$ cat src/rtl/assert_macros.svh
// Assertion macros shared by the ranker modules.
`ifndef ASSERT_MACROS_SVH
`define ASSERT_MACROS_SVH
`ifndef NO_ASSERTIONS
`define TKR_ASSERT(lbl, prop, msg) \
  lbl: assert property (@(posedge clk) disable iff (!rst_n) (prop)) else $error(msg);
`define TKR_ASSERT_IMP(lbl, ante, cons, msg) \
  lbl: assert property (@(posedge clk) disable iff (!rst_n) (ante) |-> (cons)) else $error(msg);
`else
`define TKR_ASSERT(lbl, prop, msg)
`define TKR_ASSERT_IMP(lbl, ante, cons, msg)
`endif
`endif

$ cat src/rtl/tkr_pkg.sv
`default_nettype none
package tkr_pkg;

  localparam logic [1:0] OP_INSERT = 2'd0;
  localparam logic [1:0] OP_READ   = 2'd1;
  localparam logic [1:0] OP_CLEAR  = 2'd2;
  localparam logic [1:0] OP_UNUSED = 2'd3;

  localparam logic [5:0] LIMIT_RESET = 6'd20;
  localparam int unsigned QUEUE_DEPTH = 2;

  typedef struct packed {
    logic [1:0]  op;
    logic [31:0] user_time;
    logic [31:0] system_time;
    logic [31:0] real_time;
    logic [15:0] function_id;
    logic [15:0] file_id;
    logic [19:0] line_number;
    logic [31:0] call_count;
  } in_item_t;

  typedef struct packed {
    logic [4:0]  rank;
    logic [15:0] out_function;
    logic [15:0] out_file;
    logic [19:0] out_line;
    logic [31:0] out_calls;
    logic [31:0] out_user;
    logic [31:0] out_system;
    logic [31:0] out_real;
    logic [33:0] total_time;
    logic        last_entry;
  } out_item_t;

  typedef struct packed {
    logic [33:0] key;
    logic [15:0] func;
    logic [15:0] file;
    logic [19:0] line;
    logic [31:0] calls;
    logic [31:0] user;
    logic [31:0] sys;
    logic [31:0] rtime;
  } entry_t;

  typedef struct packed {
    logic [1:0] op;
    entry_t     ent;
  } cmd_t;

  typedef enum logic {
    BK_IDLE,
    BK_READ
  } back_state_t;

endpackage
`default_nettype wire

$ cat src/rtl/tkr_queue.sv
`default_nettype none
`include "assert_macros.svh"
module tkr_queue (
  input  wire logic          clk,
  input  wire logic          rst_n,
  input  wire logic          push,
  input  wire tkr_pkg::cmd_t push_data,
  output logic               full,
  input  wire logic          pop,
  output logic               q_valid,
  output tkr_pkg::cmd_t      q_data
);
  import tkr_pkg::*;

  localparam int unsigned PW = $clog2(QUEUE_DEPTH);

  cmd_t           mem_r [QUEUE_DEPTH];
  logic [PW-1:0]  wr_ptr_r, wr_ptr_nxt;
  logic [PW-1:0]  rd_ptr_r, rd_ptr_nxt;
  logic [PW:0]    cnt_r, cnt_nxt;
  logic           do_push, do_pop;

  assign full    = cnt_r == (PW+1)'(QUEUE_DEPTH);
  assign q_valid = cnt_r != '0;
  assign q_data  = mem_r[rd_ptr_r];
  assign do_push = push && !full;
  assign do_pop  = pop && q_valid;

  always_comb begin
    wr_ptr_nxt = wr_ptr_r;
    rd_ptr_nxt = rd_ptr_r;
    cnt_nxt    = cnt_r;
    if (do_push) begin
      wr_ptr_nxt = (wr_ptr_r == PW'(QUEUE_DEPTH - 1)) ? '0 : wr_ptr_r + 1'b1;
    end
    if (do_pop) begin
      rd_ptr_nxt = (rd_ptr_r == PW'(QUEUE_DEPTH - 1)) ? '0 : rd_ptr_r + 1'b1;
    end
    if (do_push && !do_pop) begin
      cnt_nxt = cnt_r + 1'b1;
    end else if (do_pop && !do_push) begin
      cnt_nxt = cnt_r - 1'b1;
    end
  end

  always_ff @(posedge clk) begin
    if (!rst_n) begin
      wr_ptr_r <= '0;
      rd_ptr_r <= '0;
      cnt_r    <= '0;
    end else begin
      wr_ptr_r <= wr_ptr_nxt;
      rd_ptr_r <= rd_ptr_nxt;
      cnt_r    <= cnt_nxt;
    end
    if (do_push) begin
      mem_r[wr_ptr_r] <= push_data;
    end
  end

  `TKR_ASSERT(a_q_cnt_cap, cnt_r <= (PW+1)'(QUEUE_DEPTH), "queue count beyond depth")
  `TKR_ASSERT_IMP(a_q_empty_ptrs, cnt_r == '0, wr_ptr_r == rd_ptr_r, "empty queue with pointer gap")

endmodule
`default_nettype wire

$ cat config.mk
export PLATFORM = sky130hd
export DESIGN_NAME = tkr_queue
export DESIGN_NICKNAME = d
export VERILOG_FILES = /design/src/rtl/tkr_pkg.sv /design/src/rtl/tkr_queue.sv
export VERILOG_INCLUDE_DIRS = /design/src /design/src/rtl
export SDC_FILE = /design/constraint.sdc
export NUM_CORES = 1
export LEC_CHECK = 0
export ABC_CLOCK_PERIOD_IN_PS = 11000
export BUFFER_PORTS_ARGS = -buffer_cell sky130_fd_sc_hd__buf_2
export CORE_MARGIN = 5
export CORE_UTILIZATION = 47
export CTS_CLUSTER_DIAMETER = 120
export DETAILED_ROUTE_END_ITERATION = 7
export MAX_ROUTING_LAYER = met4
export PLACE_DENSITY_LB_ADDON = 0.2
export SYNTH_ARGS = -nofsm -noshare
export SYNTH_HDL_FRONTEND = slang
export SYNTH_SLANG_ARGS = --single-unit
export TNS_END_PERCENT = 30
$ cat constraint.sdc
create_clock -name clk -period 11 [get_ports clk]
set_input_delay 2.2 -clock clk [delete_from_list [all_inputs] [get_ports clk]]
set_output_delay 2.2 -clock clk [all_outputs]
set_load 0.1 [all_outputs]
==> impl_metrics.ini <==
[clock_network]
clk_pin_slew_ps = 60
cts.htree.levels = 2
clk_latency_ps = 520
cts_tree = done
hold_buffers = 0
post_cts_resized = 0
cts_buffers = 45
cts_sinks = 437
cts_setup_buffers = 0
cts_root_buffer = clkbuf_16
cts_max_path_buffers = 3

[sta]
fin_skew_ps = 10.7
fin_ws_ps = 4980
fin_crit_ps = 6020
setup_tns_ps = 0
hold_violations = 0
fmax_ghz = 0.166
setup_viol = 0
min_period_over_period = 0.547
rsz0062_at_grt = no
relSlewSlack = 0.237
slew_viol_final = 0
tightest_slew_ps = 1140
hold_slack_ps = 527

[logic_synthesis]
synth_top_family_by_area = multiplexers
synthDistinctLibCells = 22
yosysWarnings = 0
ys_ff_latch = 437
synth_compound_area_frac = 0.00198
synth_top_area_frac = 0.791
synth_area_sq_mm = 0.0164
netlist_top_cells_area = edfxtp_1 (79%), mux2_4 (13%), mux2_2 (5.2%)
synthMuxAreaShare = 0.180
ys_seq_area_frac = 0.797
synthSimpleGateAreaFrac = 0.00351
synth_top_area_cell = edfxtp_1
synth_fp_nets = 918
synth.avg_cell_area_sq_um = 23.5
synth_fa_ha_area_frac = 0.000763
synth_xor_area_frac = 0.00160
syn_inst = 697

[flow_run]
drv_cap = 0

[die]
start_util = 0.476
ios = 438
rows = 68
die_area_sq_mm = 0.0387
dieHeight_microns = 197
core_area_sq_mm = 0.0345
die_x_microns = 197

[placement]
pre_cts_ws_ps = 5510
dp_hpwl_microns = 24300
io_buffers = 437
dpl_cell_area_sq_mm = 0.0190
place.gp.congestion = 0.773

[worst_setup_path]
crit_chain = buf_4 -> buf_4 -> mux2_4 -> buf_2
arrival_ps = 3820
cpPeakStageDelay_ps = 920
endpoint_kind = primary output
cp_max_fo = 60
path_delay_family = buffers and inverters
path_class = reg2out
crit_buf_inv = 3
critPathLaunchType = flip-flop
cp_slowest_cell = buf_4
crit_path_frequent_cell = buf_4
crit_required_ps = 8800

[route]
dr.pass1.iters = 4
drt-initial-drc-count = 337
wl_per_cell_microns = 20.8
ant_nets = 0
route.vias.total = 8191
drc = 0
wirelength_microns = 34700
drt-vias-per-instance = 4.91

[grt]
grt_antenna_before_repair = 10
grt_pass1_vias = 8654
grtUsageTotal = 0.174
grt-ovfl-total = 0
grt_max_degree = 80
grt_pass1_wl_microns = 50300

[final_layout]
syn_to_final_growth_pct = 25.1
fillers = 2616
finish.net_count = 1388
design_area_sq_mm = 0.0205
drive_above_1_share = 0.606

[status]
status = complete, no violations

[worst_hold_path]
hold_class = reg2reg
-- path summary, 6_finish.rpt --
check	startpoint	to	slack (ps)	cells past startpoint
min reg2reg	cnt_r[1]	cnt_r[1]	530	2
max reg2reg	cnt_r[0]	mem_r[1][127]	7980	4
min	cnt_r[1]	cnt_r[1]	530	2
max	flip-flop	q_data[110]	4980	4
-- registers in the layout (all words and copies together), names as in the netlist, named ones only --
| signal | cells |
|---|---|
| cnt_r | 2 |
| mem_r | 432 |
| rd_ptr_r | 1 |
| wr_ptr_r | 1 |
-- synthesized netlist by cell type, drive strengths merged --
cell and number:
o21a 1, or2 1, and3 1, edfxtp 432, mux2 216, nor2 1, xnor2 2, ha 1
inv 2, a21boi 2, buf 24, o21ai 2, xor2 1, or3 1, and2 3, dfxtp 5
nor3 1, nand2b 1
-- per-layer routing --
metal	vias to the layer above	wire length (microns)	GRT usage
met5	-	0	-
met3	60	2890	0.0528
met2	324	17400	0.286
met4	0	924	0.0562
li1	3752	-	-
met1	4055	13500	0.208
-- placed cells by master (no fill, tap or decap) --
cell / instances
clkbuf_1: 9
diode_2: 10
inv_1: 2
clkinv_2: 6
a21boi_1: 1
or2_2: 1
nor3_4: 1
mux2_4: 140
xnor2_1: 2
o21ai_0: 1
clkbuf_16: 47
or3_1: 1
inv_6: 2
o21ai_1: 1
clkinv_4: 3
buf_4: 10
bufinv_16: 4
clkinv_1: 12
nor2_1: 1
mux2_2: 76
o21a_1: 1
ha_1: 1
a21boi_0: 1
clkbuf_8: 1
and3_4: 1
and2_1: 3
xor2_1: 1
nand2b_1: 1
edfxtp_1: 432
buf_2: 437
dfxtp_4: 1
dfxtp_1: 4
-- metrics by stage --
step	util	instances
2_1_floorplan	-	697
3_3_place_gp	0.552	1575
3_5_place_dp	0.552	1575
4_1_cts	0.594	1659
5_1_grt	0.595	1669
6_report	0.595	1669
-- area by class of cell --
| type | instances | area (sq um) | area share |
|---|---|---|---|
| Inverter | 2 | 7.51 | 0.000366 |
| Clock inverter | 27 | 239 | 0.0117 |
| Antenna cell | 10 | 25.0 | 0.00122 |
| Tap cell | 455 | 569 | 0.0278 |
| Sequential cell | 437 | 13100 | 0.638 |
| Clock buffer | 57 | 1220 | 0.0597 |
| Timing Repair Buffer | 447 | 2260 | 0.110 |
| Multi-Input combinational cell | 234 | 3100 | 0.151 |
-- worst register-to-register path: cells and delay by family (launching register included) --
| kind | cells | cell delay, ps |
|---|---|---|
| and+or+nand+nor | 2 | 710 |
| buffers and inverters | 2 | 1480 |
| DFF | 1 | 400 |
-- kinds of logic after synthesis --
| logic type | Yosys count |
|---|---|
| and+or+nand+nor | 9 |
| DFF | 437 |
| adders and majority gates | 1 |
| AOI/OAI and AO/OA | 5 |
| buffers and inverters | 26 |
| xor gates and xnor gates | 3 |
| muxes | 216 |
Power is not shown: default switching activity piles up to over one toggle a cycle in this logic, so the estimate is an artifact.
