## src/rtl/assert_macros.svh

```systemverilog
// Assertion macros shared by the ranker modules.
`ifndef ASSERT_MACROS_SVH
`define ASSERT_MACROS_SVH
`ifndef NO_ASSERTIONS
`define TKR_ASSERT(lbl, prop, msg) \
  lbl: assert property (@(posedge clk) disable iff (!rst_n) (prop)) else $error(msg);
`define TKR_ASSERT_IMP(lbl, ante, cons, msg) \
  lbl: assert property (@(posedge clk) disable iff (!rst_n) (ante) |-> (cons)) else $error(msg);
`else
`define TKR_ASSERT(lbl, prop, msg)
`define TKR_ASSERT_IMP(lbl, ante, cons, msg)
`endif
`endif

```

## src/rtl/tkr_pkg.sv

```systemverilog
`default_nettype none
package tkr_pkg;

  localparam logic [1:0] OP_INSERT = 2'd0;
  localparam logic [1:0] OP_READ   = 2'd1;
  localparam logic [1:0] OP_CLEAR  = 2'd2;
  localparam logic [1:0] OP_UNUSED = 2'd3;

  localparam logic [5:0] LIMIT_RESET = 6'd20;
  localparam int unsigned QUEUE_DEPTH = 2;

  typedef struct packed {
    logic [1:0]  op;
    logic [31:0] user_time;
    logic [31:0] system_time;
    logic [31:0] real_time;
    logic [15:0] function_id;
    logic [15:0] file_id;
    logic [19:0] line_number;
    logic [31:0] call_count;
  } in_item_t;

  typedef struct packed {
    logic [4:0]  rank;
    logic [15:0] out_function;
    logic [15:0] out_file;
    logic [19:0] out_line;
    logic [31:0] out_calls;
    logic [31:0] out_user;
    logic [31:0] out_system;
    logic [31:0] out_real;
    logic [33:0] total_time;
    logic        last_entry;
  } out_item_t;

  typedef struct packed {
    logic [33:0] key;
    logic [15:0] func;
    logic [15:0] file;
    logic [19:0] line;
    logic [31:0] calls;
    logic [31:0] user;
    logic [31:0] sys;
    logic [31:0] rtime;
  } entry_t;

  typedef struct packed {
    logic [1:0] op;
    entry_t     ent;
  } cmd_t;

  typedef enum logic {
    BK_IDLE,
    BK_READ
  } back_state_t;

endpackage
`default_nettype wire

```

## src/rtl/tkr_front.sv

```systemverilog
`default_nettype none
module tkr_front (
  input  wire logic            clk,
  input  wire logic            rst_n,
  input  wire logic            in_valid,
  output logic                 in_stall,
  input  wire tkr_pkg::in_item_t in_data,
  output logic                 push,
  output tkr_pkg::cmd_t        push_data,
  input  wire logic            q_full
);
  import tkr_pkg::*;

  logic  hold_valid_r, hold_valid_nxt;
  cmd_t  hold_r, hold_nxt;
  logic  accept;

  assign in_stall = hold_valid_r && q_full;
  assign accept   = in_valid && !in_stall;
  assign push      = hold_valid_r && !q_full;
  assign push_data = hold_r;

  // Unused op codes are dropped here; the total is formed once on entry.
  always_comb begin
    hold_valid_nxt = push ? 1'b0 : hold_valid_r;
    hold_nxt       = hold_r;
    if (accept && in_data.op != OP_UNUSED) begin
      hold_valid_nxt      = 1'b1;
      hold_nxt.op         = in_data.op;
      hold_nxt.ent.key    = 34'(in_data.user_time) + 34'(in_data.system_time)
                          + 34'(in_data.real_time);
      hold_nxt.ent.func   = in_data.function_id;
      hold_nxt.ent.file   = in_data.file_id;
      hold_nxt.ent.line   = in_data.line_number;
      hold_nxt.ent.calls  = in_data.call_count;
      hold_nxt.ent.user   = in_data.user_time;
      hold_nxt.ent.sys    = in_data.system_time;
      hold_nxt.ent.rtime  = in_data.real_time;
    end
  end

  always_ff @(posedge clk) begin
    if (!rst_n) begin
      hold_valid_r <= 1'b0;
    end else begin
      hold_valid_r <= hold_valid_nxt;
    end
    hold_r <= hold_nxt;
  end

endmodule
`default_nettype wire

```

## config.mk

```make
export PLATFORM = sky130hd
export DESIGN_NAME = tkr_front
export DESIGN_NICKNAME = d
export VERILOG_FILES = /design/src/rtl/assert_macros.svh /design/src/rtl/tkr_pkg.sv /design/src/rtl/tkr_front.sv
export SDC_FILE = /design/constraint.sdc
export NUM_CORES = 1
export LEC_CHECK = 0
export BUFFER_PORTS_ARGS = -buffer_cell sky130_fd_sc_hd__buf_2
export CAP_MARGIN = 20
export CORE_AREA = 3 3 158 160
export DETAILED_ROUTE_END_ITERATION = 10
export DIE_AREA = 0 0 161 163
export PLACE_DENSITY_LB_ADDON = 0.15
export SLEW_MARGIN = 20
export SYNTH_ARGS = -nofsm -noshare
export SYNTH_HDL_FRONTEND = slang
export SYNTH_SLANG_ARGS = --single-unit
```

## constraint.sdc

```tcl
create_clock -name clk -period 23.7 [get_ports clk]
set_clock_uncertainty 0.1 [all_clocks]
set_input_delay 1.185 -clock clk [delete_from_list [all_inputs] [get_ports clk]]
set_output_delay 1.185 -clock clk [all_outputs]
set_load 0.005 [all_outputs]
```

==> results of run 1 <==
==> through the flow <==
stage,power [mW],utilization,std cells
6_report,1.003,0.5098,1250
5_1_grt,1.054,0.5098,1250
4_1_cts,1.020,0.5098,1250
3_5_place_dp,0.6766,0.4795,1209
3_3_place_gp,0.6758,0.4795,1209
2_1_floorplan,0.5994,-,493
==> worst max-delay path: stages <==
cell and delay [ns]:
buf_2 0.11, fa_1 0.49, ha_1 0.26, fa_1 0.43, a21oi_2 0.17, inv_2 0.05, a41oi_2 0.31, o311ai_2 0.22
a41oi_2 0.28, o21ai_2 0.12, or4_1 0.41, nand4_1 0.09
==> cells in the mapped netlist (all sizes together) (2+ instances only) <==
cell	n	area share
a211oi	3	0.0037
a21o	8	0.0068
a21oi	30	0.018
a31oi	6	0.0042
a41oi	2	0.0037
and3	3	0.0021
clkbuf	8	0.0034
edfxtp	216	0.73
fa	33	0.074
ha	31	0.044
inv	16	0.0068
nand2	22	0.0093
nand3	12	0.0068
nand4	6	0.0042
nor2	13	0.0055
nor2b	3	0.0021
nor3	2	0.0011
o211ai	3	0.0025
o21ai	20	0.013
o21bai	4	0.0038
or3	2	0.0014
xnor2	18	0.018
xor2	11	0.011
==> layout make-up <==
| class | count | area [um^2] |
|---|---|---|
| flip-flops and latches | 217 | 6506 |
| clock buffers | 30 | 623.1 |
| clock inverters | 11 | 88.84 |
| repair buffers | 406 | 2039 |
| well taps | 319 | 399.1 |
| multi-input cells | 251 | 2285 |
| fillers | 2086 | 11540 |
| inverters | 16 | 60.06 |
==> sequential cells by signal, indices dropped and copies added, names as in the netlist <==
name          cells
hold_valid_r      1
push_data       216
==> how the worst max path moves through the flow <==
stage / cells past startpoint / from / end / slack (ns)
floorplan: 3 / in_data[180] / push_data[0]$_DFFE_PP_ / 12.49
global placement: 12 / in_data[85] / push_data[201]$_DFFE_PP_ / 19.33
detailed placement: 12 / in_data[85] / push_data[201]$_DFFE_PP_ / 19.28
CTS: 12 / in_data[85] / push_data[209]$_DFFE_PP_ / 19.83
global route: 12 / in_data[85] / push_data[209]$_DFFE_PP_ / 19.70
finish: 12 / in_data[85] / push_data[209]$_DFFE_PP_ / 19.84
==> layer usage <==
layer	GRT usage	share of wire
met4	0.05006	0.027
met2	0.3173	0.52
met3	0.05926	0.089
met1	0.1890	0.36
met5	0	0.0023
==> kinds of logic after synthesis <==
group           synth area share
fa+ha+maj                 0.1180
simple gates             0.03732
compound gates           0.07239
flops                     0.7323
buf+inv                  0.01141
xor+xnor                 0.02859
==> power by group <==
group | internal, mW | leakage (nW) | switching, mW
combinational | 0.0827 | 2.62 | 0.109
sequential | 0.466 | 2.06 | 0.00638
clock | 0.196 | 0.346 | 0.143
==> results by group, run 1 <==
Min path
  • Path category of the worst min-delay check: flip-flop to flip-flop
  • Worst hold path endpoint: hold_valid_r$_SDFFE_PN0P_
  • Hold path depth: 2
  • Hold path startpoint: hold_valid_r$_SDFFE_PN0P_

Worst setup path
  • FF-to-FF Start: hold_valid_r$_SDFFE_PN0P_
  • Crit path kind: input pin to flip-flop
  • Critical path arrival: 4.13 ns
  • Crit end category: flip-flop
  • Setup crit start kind: input pin
  • Reg2Reg Depth: 5
  • Reg-to-reg setup timing slack: 20.85 ns
  • Reg2reg end: push_data[10]$_DFFE_PP_
  • Crit-path max FO: 4
  • Worst Path Required: 23.97 ns

Yosys
  • Syn Nets: 743
  • Post-synth EDFFs: 216
  • Flops & latches, synth: 217
  • Synth warn: 0
  • Post-Syn Area: 8885 um^2
  • Post-synth top flop: edfxtp_1
  • Library cells used by synthesis: 50
  • Syn avg cell area: 18.02 um^2
  • Sequential area share after synthesis: 0.7323
  • Ys async rst share: 0
  • Synth Instances: 493

Clock network
  • CTS buffer count: 24
  • Post-CTS Resized: 0
  • CTS tree: built
  • Bufs on Longest Clock Path: 3
  • Post-CTS Setup Inserts: 0
  • Root buf cell: clkbuf_16
  • Hold-fix buffers at CTS: 0
  • CTS H-tree lvls: 1
  • Worst-path clk slew: 0.06 ns
  • Clock latency on the worst-skew pair: 0.51 ns
  • Clock sinks: 217

Global route
  • First-pass GRT wire length: 34520 um
  • Total track usage: 0.1725
  • GR Overflow Total: 0
  • Initial antenna violation count: 4
  • Vias in the first global route: 5856
  • Largest net degree at the start of global routing: 76

STA
  • Setup WS post-layout: 19.84 ns
  • Maximum clock rate: 0.2593 GHz
  • Setup total negative slack: 0 ns
  • Final Hold Fails: 0
  • RSZ-0062 raised after global routing: false
  • Relative slew slack: 0.3464
  • Final hold slack: 0.3834 ns
  • Worst-Margin Slew: 0.9804 ns
  • Fin. max-slew vios: 0
  • Final worst path period share: 0.1627
  • Setup Viol. Count Final: 0
  • Crit path time final: 3.856 ns

Detailed routing
  • First-pass DRT Iterations: 4
  • Final ANT Viol Nets: 0
  • 1st-iter DRT viols: 302
  • Vias/cell: 4.606
  • Routed wire length: 23690 um
  • Via count: 5757
  • Drt drc: 0
  • Post-DR wirelength/cell: 18.95 um

Status
  • Status: finished, final reports clean

Placement
  • Port buffer count: 403
  • Post-place instance area: 11290 um^2
  • DP HPWL: 19000 um
  • Pre-CTS setup slack: 19.28 ns
  • GPL Wtd Cong: 0.8535

Final layout
  • Fin area: 12000 um^2
  • # diodes: 0
  • Share of cells above drive strength 1: 0.4909
  • Area Growth Syn to Fin: 35.08%
  • Fin nets: 1166
  • Most common cell after layout, fill and taps aside: buf_2
  • Commonest cells after routing, fill and taps aside: buf_2 (403), edfxtp_1 (216), fa_1 (33)

Floorplanning
  • Site Rows: 56
  • Die ar.: 26240 um^2
  • DIE WIDTH: 161 um
  • # IOs: 404
  • Placeable Area: 23540 um^2
  • Initial core utilization: 0.3774
  • Die Y: 163 um

Pwr
  • PD cells: 83.56 nW/um^2
  • VDD IR-drop max: 76.35 uV
  • P_leak: 5.027 nW

Job
  • Max_cap viols: 0
Note: power is estimated with default switching activity, not from simulation.
==> run 2: changes to the inputs <==
==> constraint.sdc (replaced) <==
create_clock -name clk -period 3.6 [get_ports clk]
set_clock_uncertainty 0.1 [all_clocks]
set_input_delay 0.18 -clock clk [delete_from_list [all_inputs] [get_ports clk]]
set_output_delay 0.18 -clock clk [all_outputs]
set_load 0.005 [all_outputs]
==> results by group, run 2 (synthesis gave the netlist of run 1 again) <==
Detailed routing
  • Final ANT Viol Nets: 0 (unchanged)
  • Post-DR wirelength/cell: 18.17 um (was 18.95 um)
  • Vias/cell: 4.605 (was 4.606)
  • First-pass DRT Iterations: 4 (unchanged)
  • Routed wire length: 26110 um (was 23690 um)
  • Via count: 6618 (was 5757)
  • 1st-iter DRT viols: 340 (was 302)
  • Drt drc: 0 (unchanged)

Worst setup path
  • Crit path kind: input pin to flip-flop (unchanged)
  • FF-to-FF Start: hold_valid_r$_SDFFE_PN0P_ (unchanged)
  • CP most frequent cell: fa_1
  • Cell family with most CP delay: adder cells (unchanged)
  • Setup crit start kind: input pin (unchanged)
  • Critical path's largest stage delay: 0.55 ns (was 0.49 ns)
  • Worst Path Required: 3.76 ns (was 23.97 ns)
  • Crit-path max FO: 3 (was 4)
  • Critical path's slowest cell: dlygate4sd3_1 (was fa_1)
  • Reg2reg end: push_data[199]$_DFFE_PP_ (was push_data[10]$_DFFE_PP_)
  • Reg2Reg Depth: 4 (was 5)
  • Buf/Inv on CP: 3 (was 2)
  • Crit end category: flip-flop (unchanged)
  • Crit-path cells: dlygate4sd3_1 > buf_2 > fa_1 > ha_1 > fa_1 > a21oi_2 > inv_2 > a41oi_2 > o221ai_1 > a221o_1 > nand4_1 > nor2b_1 > xnor2_1 (was buf_2 > fa_1 > ha_1 > fa_1 > a21oi_2 > inv_2 > a41oi_2 > o311ai_2 > a41oi_2 > o21ai_2 > or4_1 > nand4_1)
  • Critical path arrival: 3.59 ns (was 4.13 ns)
  • Reg-to-reg setup timing slack: 1.90 ns (was 20.85 ns)

Final layout
  • Most common cell after layout, fill and taps aside: buf_2 (unchanged)
  • Multi-input gate area: 2285 um^2 (unchanged)
  • Share of cells above drive strength 1: 0.4091 (was 0.4909)
  • Area Growth Syn to Fin: 56.54% (was 35.08%)
  • Fin nets: 1350 (was 1166)
  • Max reg flops: 216 (unchanged)
  • FILL cells: 1892 (was 2086)
  • Commonest cells after routing, fill and taps aside: buf_2 (403), edfxtp_1 (216), dlygate4sd3_1 (184) (was buf_2 (403), edfxtp_1 (216), fa_1 (33))
  • Sequential cell area: 6506 um^2 (unchanged)
  • Final std cells w/o fill: 1437 (was 1250)

STA
  • Setup Viol. Count Final: 0 (unchanged)
  • Relative slew slack: 0.5169 (was 0.3464)
  • Maximum clock rate: 0.2912 GHz
  • Setup WS post-layout: 0.1656 ns (was 19.84 ns)
  • Fin. max-slew vios: 0 (unchanged)
  • Worst-Margin Slew: 0.7246 ns (was 0.9804 ns)
  • Final Hold Fails: 0 (unchanged)
  • Final worst path period share: 0.9540
  • RSZ-0062 raised after global routing: false (unchanged)
  • Final hold slack: 0.2814 ns (was 0.3834 ns)
  • Crit path time final: 3.434 ns

Min path
  • Hold path depth: 4 (was 2)
  • Worst hold path endpoint: push_data[172]$_DFFE_PP_ (was hold_valid_r$_SDFFE_PN0P_)
  • Path category of the worst min-delay check: input pin to flip-flop (was flip-flop to flip-flop)
  • Hold path startpoint: in_valid (was hold_valid_r$_SDFFE_PN0P_)

Floorplanning
  • DIE WIDTH: 161 um (unchanged)
  • Die ar.: 26240 um^2 (unchanged)
  • Die Y: 163 um (unchanged)
  • Placeable Area: 23540 um^2 (unchanged)
  • # IOs: 404 (unchanged)
  • Site Rows: 56 (unchanged)
  • Initial core utilization: 0.3774 (unchanged)

Global route
  • GR Overflow Total: 0 (unchanged)
  • First-pass GRT wire length: 39880 um (was 34520 um)
  • Largest net degree at the start of global routing: 131 (was 76)
  • Total track usage: 0.1947 (was 0.1725)
  • Initial antenna violation count: 2 (was 4)
  • Vias in the first global route: 6967 (was 5856)

Clock network
  • CTS buffer count: 24 (unchanged)
  • Clock latency on the worst-skew pair: 0.50 ns (was 0.51 ns)
  • Clock sinks: 217 (unchanged)
  • Bufs on Longest Clock Path: 3 (unchanged)
  • Post-CTS Setup Inserts: 0 (unchanged)
  • Hold-fix buffers at CTS: 184 (was 0)
  • CTS H-tree lvls: 1 (unchanged)
  • Worst-path clk slew: 0.06 ns (about the same)
  • Post-CTS Resized: 0 (unchanged)
  • CTS tree: built (unchanged)
  • Root buf cell: clkbuf_16 (unchanged)

Pwr
  • PD cells: 495.9 nW/um^2 (was 83.56 nW/um^2)
  • VDD IR-drop max: 301.5 uV (was 76.35 uV)
  • Switching share of power: 0.2533 (was 0.2571)
  • Pint: 5.150 mW (was 0.7450 mW)
  • P_leak: 5.817 nW (was 5.027 nW)
  • Reg power frac: 0.451 (was 0.471)
  • Logic pwr share: 0.210 (was 0.191)
  • P_sw: 1.747 mW (was 0.2578 mW)
  • Clk pwr share: 0.339 (was 0.338)

Status
  • Status: finished, final reports clean (unchanged)

Placement
  • Pre-CTS setup slack: 0.2532 ns (was 19.28 ns)
  • Port buffer count: 403 (unchanged)
  • # placed instances: 1209 (unchanged)
  • GPL Wtd Cong: 0.8296 (was 0.8535)
  • DP HPWL: 18610 um (was 19000 um)

Job
  • Max_cap viols: 0 (unchanged)
==> run 2: changes by cell type in the layout (fill, tap and decap cells not counted), moves of 2 or more <==
cell           previous run  this run
buf_4                     3         1
clkinv_1                  4         2
clkinv_2                  4         2
buf_12                    0         2
clkbuf_1                  6        11
dlygate4sd3_1             0       184
==> run 2: per-layer routing <==
layer	routed length, um	track usage	share of wire	vias to the layer above
li1	-	-	-	3113
met1	9563	0.2206	0.37	3153
met2	13280	0.3435	0.51	289
met3	2098	0.05926	0.080	61
met4	1155	0.08095	0.044	2
met5	13	0	0.00050	-
==> run 2: worst max path at each step <==
stage / start / to / slack (ns) / cells after the start
6_report: in_data[85] / push_data[201]$_DFFE_PP_ / 0.17 / 13
5_1_grt: in_data[85] / push_data[201]$_DFFE_PP_ / 0.05 / 13
4_1_cts: in_data[85] / push_data[201]$_DFFE_PP_ / 0.25 / 13
3_5_place_dp: in_data[85] / push_data[201]$_DFFE_PP_ / 0.25 / 12
3_3_place_gp: in_data[85] / push_data[201]$_DFFE_PP_ / 0.30 / 12
2_1_floorplan: hold_valid_r$_SDFFE_PN0P_ / push_data[0]$_DFFE_PP_ / -0.51 / 3
==> run 2: layout make-up <==
| class | count | share of cell area |
|---|---|---|
| Clock buffer | 36 | 0.04714 |
| Sequential cell | 217 | 0.4678 |
| Antenna cell | 1 | 0.0001799 |
| Multi-Input combinational cell | 251 | 0.1643 |
| Clock inverter | 7 | 0.006747 |
| Inverter | 16 | 0.004318 |
| Tap cell | 319 | 0.02870 |
| Timing Repair Buffer | 590 | 0.2809 |
==> run 2: per-stage QoR <==
step / instance area, um^2 / utilization / TNS [ns] / total power, mW
after floorplan: 8892 / - / -110.38 / 3.911
after global placement: 11310 / 0.4806 / 0 / 4.453
after detailed placement: 11310 / 0.4806 / 0 / 4.461
after CTS: 13910 / 0.5907 / 0 / 6.993
after global routing: 13910 / 0.5908 / 0 / 7.250
final: 13910 / 0.5908 / 0 / 6.897
==> run 2: power by group through the flow <==
stage	clock [mW]	sequential [mW]	combinational, mW
4_1_cts	2.41	3.11	1.47
5_1_grt	2.51	3.13	1.61
3_5_place_dp	0	3.16	1.30
3_3_place_gp	0	3.16	1.30
6_report	2.34	3.11	1.45
2_1_floorplan	0	3.21	0.700
==> run 2: tightest hold or removal path: cells and delay by family <==
kind                   cells  cell delay [ns]
buffers and inverters      2             0.29
AND/OR/NAND/NOR            2             0.19
